### config.mk
export PLATFORM = sky130hd
export DESIGN_NAME = tfn_ctrl
export DESIGN_NICKNAME = d
export VERILOG_FILES = /design/src/rtl/tfn_pkg.sv /design/src/rtl/tfn_ctrl.sv
export SDC_FILE = /design/constraint.sdc
export NUM_CORES = 1
export LEC_CHECK = 0
export BUFFER_PORTS_ARGS = -buffer_cell sky130_fd_sc_hd__buf_2
export CAP_MARGIN = 20
export CORE_UTILIZATION = 35
export DETAILED_ROUTE_END_ITERATION = 12
export SYNTH_ARGS = -nofsm -noshare
export SYNTH_HDL_FRONTEND = slang
export SYNTH_SLANG_ARGS = --single-unit
### constraint.sdc
create_clock -name clock -period 2.52 [get_ports clock]
set_input_delay 0.378 -clock clock [delete_from_list [all_inputs] [get_ports clock]]
set_output_delay 0.378 -clock clock [all_outputs]
set_load 0.01 [all_outputs]
### src/rtl/tfn_pkg.sv
`default_nettype none
// ----------------------------------------------------------------------------
// tfn_pkg: shared types and constants of the triangle face normal unit
// widths of the vertex store and the arithmetic, controller states,
// datapath operations and the command and status groups
// ----------------------------------------------------------------------------
package tfn_pkg;

   // vertex store
   localparam int VERTEX_DEPTH = 4096;
   localparam int COORD_WIDTH  = 16;
   localparam int ADDR_W       = $clog2(VERTEX_DEPTH);
   localparam int VERTEX_W     = 3 * COORD_WIDTH;

   // port fields
   localparam int INDEX_W  = 12;
   localparam int POS_W    = 16;
   localparam int NORMAL_W = 16;

   // arithmetic widths
   localparam int EDGE_W      = COORD_WIDTH + 1;
   localparam int PROD_W      = 2 * EDGE_W;
   localparam int CROSS_W     = PROD_W + 1;
   localparam int MAG_W       = (CROSS_W > 32) ? CROSS_W : 32;
   localparam int SQ_OP_W     = 31;
   localparam int SQ_PROD_W   = 2 * SQ_OP_W;
   localparam int SQ_W        = 64;
   localparam int ROOT_W      = 32;
   localparam int FRAC_W      = 15;
   localparam int REM_W       = 48;
   localparam int QUO_W       = 16;
   localparam int NORM_HI_BIT = 31;
   localparam int NORM_LO_BIT = 30;
   localparam int COARSE_BIT  = 23;
   localparam int COARSE_SH   = 8;

   localparam logic [SQ_W-1:0] ROOT_START = SQ_W'(1) << (SQ_W - 2);

   // sequencing
   localparam int STEP_W = 5;
   localparam logic [STEP_W-1:0] CROSS_LAST = STEP_W'(5);
   localparam logic [STEP_W-1:0] SQ_LAST    = STEP_W'(2);
   localparam logic [STEP_W-1:0] ROOT_LAST  = STEP_W'(ROOT_W - 1);
   localparam logic [STEP_W-1:0] DIV_LAST   = STEP_W'(QUO_W - 1);

   typedef enum logic [1:0] {
      COMP_X,
      COMP_Y,
      COMP_Z
   } comp_type;

   typedef enum logic {
      OP_WRITE_VERTEX = 1'b0,
      OP_TRIANGLE     = 1'b1
   } opcode_type;

   typedef enum logic [3:0] {
      ST_IDLE,
      ST_RD_A,
      ST_RD_B,
      ST_RD_C,
      ST_CAP_C,
      ST_CROSS,
      ST_MAG,
      ST_NORM,
      ST_SQ,
      ST_ROOT_LOAD,
      ST_ROOT,
      ST_DIV_LOAD,
      ST_DIV_STEP,
      ST_DONE
   } state_type;

   typedef enum logic [4:0] {
      DP_NOP,
      DP_WRITE,
      DP_LATCH,
      DP_RD_A,
      DP_RD_B,
      DP_RD_C,
      DP_CAP_C,
      DP_CROSS,
      DP_MAG,
      DP_NORM,
      DP_SQ,
      DP_ROOT_LOAD,
      DP_ROOT,
      DP_DIV_LOAD,
      DP_DIV_STEP,
      DP_OUT
   } dp_op_type;

   typedef struct packed {
      dp_op_type          op;
      logic [STEP_W-1:0]  step;
      comp_type           comp;
   } cmd_type;

   typedef struct packed {
      logic is_zero;
      logic is_normed;
   } status_type;

endpackage
`default_nettype wire

### src/rtl/tfn_ctrl.sv
`default_nettype none
// ----------------------------------------------------------------------------
// tfn_ctrl: sequencer of the triangle face normal unit
// steps the datapath through fetch, cross product, scaling, sum of squares, root and divide
// ----------------------------------------------------------------------------
module tfn_ctrl (
   input  logic                 clock,
   input  logic                 reset,
   input  logic                 req_valid,
   input  logic                 req_opcode,
   output logic                 req_ready,
   input  logic                 rsp_ready,
   output logic                 rsp_valid,
   input  tfn_pkg::status_type  status,
   output tfn_pkg::cmd_type     cmd
);

   tfn_pkg::state_type                 state_ff, state_in;
   logic [tfn_pkg::STEP_W-1:0]         step_ff, step_in;
   tfn_pkg::comp_type                  comp_ff, comp_in;
   logic                               rsp_valid_ff, rsp_valid_in;

   always_ff @(posedge clock) begin
      if (reset) begin
         state_ff     <= tfn_pkg::ST_IDLE;
         step_ff      <= '0;
         comp_ff      <= tfn_pkg::COMP_X;
         rsp_valid_ff <= 1'b0;
      end else begin
         state_ff     <= state_in;
         step_ff      <= step_in;
         comp_ff      <= comp_in;
         rsp_valid_ff <= rsp_valid_in;
      end
   end

   always_comb begin
      state_in     = state_ff;
      step_in      = step_ff;
      comp_in      = comp_ff;
      rsp_valid_in = rsp_valid_ff && !rsp_ready;
      req_ready    = 1'b0;
      cmd.op       = tfn_pkg::DP_NOP;
      cmd.step     = step_ff;
      cmd.comp     = comp_ff;
      unique case (state_ff)
         tfn_pkg::ST_IDLE: begin
            req_ready = 1'b1;
            if (req_valid) begin
               if (req_opcode == tfn_pkg::OP_TRIANGLE) begin
                  cmd.op   = tfn_pkg::DP_LATCH;
                  state_in = tfn_pkg::ST_RD_A;
               end else begin
                  cmd.op = tfn_pkg::DP_WRITE;
               end
            end
         end
         tfn_pkg::ST_RD_A: begin
            cmd.op   = tfn_pkg::DP_RD_A;
            state_in = tfn_pkg::ST_RD_B;
         end
         tfn_pkg::ST_RD_B: begin
            cmd.op   = tfn_pkg::DP_RD_B;
            state_in = tfn_pkg::ST_RD_C;
         end
         tfn_pkg::ST_RD_C: begin
            cmd.op   = tfn_pkg::DP_RD_C;
            state_in = tfn_pkg::ST_CAP_C;
         end
         tfn_pkg::ST_CAP_C: begin
            cmd.op   = tfn_pkg::DP_CAP_C;
            step_in  = '0;
            state_in = tfn_pkg::ST_CROSS;
         end
         tfn_pkg::ST_CROSS: begin
            cmd.op = tfn_pkg::DP_CROSS;
            if (step_ff == tfn_pkg::CROSS_LAST) begin
               step_in  = '0;
               state_in = tfn_pkg::ST_MAG;
            end else begin
               step_in = step_ff + 1'b1;
            end
         end
         tfn_pkg::ST_MAG: begin
            cmd.op   = tfn_pkg::DP_MAG;
            state_in = tfn_pkg::ST_NORM;
         end
         tfn_pkg::ST_NORM: begin
            priority if (status.is_zero) begin
               state_in = tfn_pkg::ST_DONE;
            end else if (status.is_normed) begin
               step_in  = '0;
               state_in = tfn_pkg::ST_SQ;
            end else begin
               cmd.op = tfn_pkg::DP_NORM;
            end
         end
         tfn_pkg::ST_SQ: begin
            cmd.op = tfn_pkg::DP_SQ;
            if (step_ff == tfn_pkg::SQ_LAST) begin
               step_in  = '0;
               state_in = tfn_pkg::ST_ROOT_LOAD;
            end else begin
               step_in = step_ff + 1'b1;
            end
         end
         tfn_pkg::ST_ROOT_LOAD: begin
            cmd.op   = tfn_pkg::DP_ROOT_LOAD;
            step_in  = '0;
            state_in = tfn_pkg::ST_ROOT;
         end
         tfn_pkg::ST_ROOT: begin
            cmd.op = tfn_pkg::DP_ROOT;
            if (step_ff == tfn_pkg::ROOT_LAST) begin
               step_in  = '0;
               comp_in  = tfn_pkg::COMP_X;
               state_in = tfn_pkg::ST_DIV_LOAD;
            end else begin
               step_in = step_ff + 1'b1;
            end
         end
         tfn_pkg::ST_DIV_LOAD: begin
            cmd.op   = tfn_pkg::DP_DIV_LOAD;
            step_in  = '0;
            state_in = tfn_pkg::ST_DIV_STEP;
         end
         tfn_pkg::ST_DIV_STEP: begin
            cmd.op = tfn_pkg::DP_DIV_STEP;
            if (step_ff == tfn_pkg::DIV_LAST) begin
               step_in = '0;
               if (comp_ff == tfn_pkg::COMP_Z) begin
                  state_in = tfn_pkg::ST_DONE;
               end else begin
                  comp_in  = (comp_ff == tfn_pkg::COMP_X) ? tfn_pkg::COMP_Y
                                                          : tfn_pkg::COMP_Z;
                  state_in = tfn_pkg::ST_DIV_LOAD;
               end
            end else begin
               step_in = step_ff + 1'b1;
            end
         end
         tfn_pkg::ST_DONE: begin
            if (!rsp_valid_ff || rsp_ready) begin
               cmd.op       = tfn_pkg::DP_OUT;
               rsp_valid_in = 1'b1;
               state_in     = tfn_pkg::ST_IDLE;
            end
         end
         default: begin
            state_in = tfn_pkg::ST_IDLE;
         end
      endcase
   end

   assign rsp_valid = rsp_valid_ff;

endmodule
`default_nettype wire

==> flow_metrics.py <==
metrics = {
    "run_status": {
        "status": "finished clean",
    },
    "min_path": {
        "hp-start": "reset",
        "holdPathStages": 2,
        "min_path_type": "input port to flop",
    },
    "power": {
        "cell_internal_pwr_mw": 0.4357,
        "power_mw": 0.7587,
        "p_clk_frac": 0.209,
        "switchingPower_mw": 0.3230,
        "power_density_nw_per_um2": 661.2,
        "peakVddDrop_mv": 0.3461,
        "sequentialPowerShare": 0.378,
        "p_leak_nw": 0.4625,
        "comb_power_share": 0.413,
        "netSwitchingFraction": 0.4257,
    },
    "sta": {
        "slew_violations": 0,
        "whs_ps": 434.9,
        "rsz0062_at_grt": "false",
        "fin_setup_tns_ps": 0,
        "worst_clock_skew_ps": 5.323,
        "finalHoldViolations": 0,
        "finalCritPeriodShare": 0.9072,
        "max_slew_margin": 0.6175,
        "worst_slew_pin_slew_ps": 572.9,
        "fmax_mhz": 437.4,
        "setup_viol": 0,
        "layout_min_cycle_time_ps": 2286,
    },
    "floorplanning": {
        "ioPinCount": 21,
        "initial_utilization": 0.3666,
        "core_um2": 2758,
        "dieArea_um2": 3108,
        "dieHeight_um": 55.75,
        "num_rows": 19,
        "die_x_um": 55.75,
    },
    "setup_path": {
        "startpoint_type": "flop",
        "critPathRequiredTime_ps": 2140,
        "worstReg2RegStart": "step_ff[1]",
        "path_class": "flop to primary output",
        "critPathBufInv": 1,
        "slowest_delay_ps": 690,
        "setup.worst_path.start": "state_ff[2]",
        "cp.depth": 4,
        "ff2ff_path_depth": 9,
        "critPathMaxFanout": 18,
        "slowest_stage": "dfxtp_1",
        "worstPathArrival_ps": 1910,
        "cp_cell_sequence": "nand4b_1, or3_1, o311ai_0, buf_2",
        "end_kind": "primary output",
        "crit_family": "flip-flops",
    },
    "yosys": {
        "synth_top_cell_area_share": 0.2376,
        "synth_seq_cells": 12,
        "syn_area_per_cell_um2": 7.489,
        "synth_edf_count": 0,
        "ys.flop_type": "dfxtp_1",
        "async_reset_ff_frac": 0,
        "synthCells": 135,
        "yosysWarnings": 0,
        "yosys-top-cells-area": "dfxtp_1 24%, ha_1 7.4%, inv_1 4.1%",
        "synth.most_common_cell": "dfxtp_1",
        "yosysSeqAreaShare": 0.2376,
        "syn_area_um2": 1011,
        "synthTopCellsByCount": "12 x dfxtp_1, 11 x inv_1, 10 x nor2_1",
        "synth_nets": 148,
        "yosys.area.top_type": "dfxtp_1",
        "ys_types": 43,
    },
    "cells_and_area": {
        "final_nets": 163,
        "diodes": 0,
        "fin_util": 0.4161,
        "area_growth_pct": 13.49,
        "drive_gt1_frac": 0.1946,
        "num-fill-cells": 287,
    },
    "global_routing": {
        "grt_antenna_before_repair": 0,
        "grt_pass1_vias": 894,
        "grt.overflow.total": 0,
        "grt_first_pass_wirelength_um": 4105,
        "grt_usage": 0.1660,
        "grt_start_max_net_pins": 19,
    },
    "route": {
        "viasPerCell": 5.772,
        "drt-initial-drc-count": 34,
        "avgRoutedWirePerCell_um": 13.35,
        "wirelength_um": 2403,
        "drt-pass1-iter-count": 5,
        "vias": 1039,
        "drcViolationCount": 0,
        "final_antenna_net_count": 0,
    },
    "cts": {
        "tritoncts": "built",
        "clockBufferDepth": 2,
        "cts-buffers-inserted": 3,
        "post_cts_buffers": 0,
        "cts_resized": 0,
        "cts.htree.levels": 1,
        "root_buffer": "clkbuf_4",
        "clock_latency_ps": 280,
        "clkTransAtPathRegs_ps": 80,
        "clock_sinks": 12,
        "holdBufCountCts": 0,
    },
    "placed_design": {
        "hpwl_um": 1800,
        "io_buffers": 19,
        "gp_congestion": 0.7688,
    },
    "flow_run": {
        "cap_viol_max_count": 0,
    },
}
## kinds of logic (layout without fill, tap and decap cells)
| group | after synthesis | count (layout) | synth area share |
|---|---|---|---|
| simple gates | 48 | 48 | 0.2686 |
| compound gates | 43 | 43 | 0.2970 |
| flops | 12 | 12 | 0.2376 |
| other cells | 1 | 1 | 0.003709 |
| buf+inv | 22 | 36 | 0.08910 |
| mux | 3 | 3 | 0.02970 |
| fa+ha+maj | 6 | 6 | 0.07426 |
## final timing paths
| path | endpoint | slack (ps) |
|---|---|---|
| max | cmd[7] | 230 |
| min | rsp_valid | 430 |
| max reg2reg | comp_ff[1] | 400 |
| min reg2reg | step_ff[0] | 530 |
## flip-flops by register name (all words and copies together) (netlist names)
name       flops
step_ff        5
comp_ff        2
rsp_valid      1
state_ff       4
## cell type report
class	instances	area (um2)	area share
multi-input combinational	101	680.7	0.5932
sequential	12	240.2	0.2094
timing repair buffer	21	110.1	0.09597
inverter	11	41.29	0.03599
tap	31	38.79	0.03381
clock buffer	4	36.28	0.03162
## per-stage QoR
step | cell area (um2) | std cells | worst slack (ps)
after floorplan | 1011 | 135 | 565.1
after global placement | 1111 | 176 | 483.3
after detailed placement | 1111 | 176 | 407.4
after CTS | 1147 | 180 | 233.1
after global routing | 1147 | 180 | 38.23
final | 1147 | 180 | 233.7
## metal layers
layer / share of wire / up-vias / track usage
li1: - / 522 / -
met2: 0.48 / 27 / 0.2616
met4: 0.018 / 0 / 0.07500
met1: 0.46 / 485 / 0.2245
met3: 0.043 / 5 / 0.02326
met5: 0 / - / 0
## power by group through the flow
stage / registers, mW / clock network [mW] / logic (mW)
CTS: 0.284 / 0.162 / 0.313
global route: 0.297 / 0.174 / 0.346
finish: 0.287 / 0.159 / 0.313
global placement: 0.289 / 0 / 0.309
detailed placement: 0.289 / 0 / 0.311
floorplan: 0.234 / 0 / 0.255
## worst register-to-register path, cell delays in order, from the launching register on
cell,delay (ps)
dfxtp_1,430
ha_1,220
nand3_1,110
inv_1,100
ha_1,140
nand2_1,70
or3_1,370
a21oi_1,260
a21oi_1,110
a211oi_1,210
## placed cells by master, fill, tap and decap left out, types with 5 or more instances in the layout
master and n:
o21ai_0 6, nand2_1 9, dfxtp_1 12, inv_1 11
nor2_1 10, a21oi_1 7, o211ai_1 5, buf_2 19
ha_1 6
No activity file was read; power rests on OpenSTA's default activity.
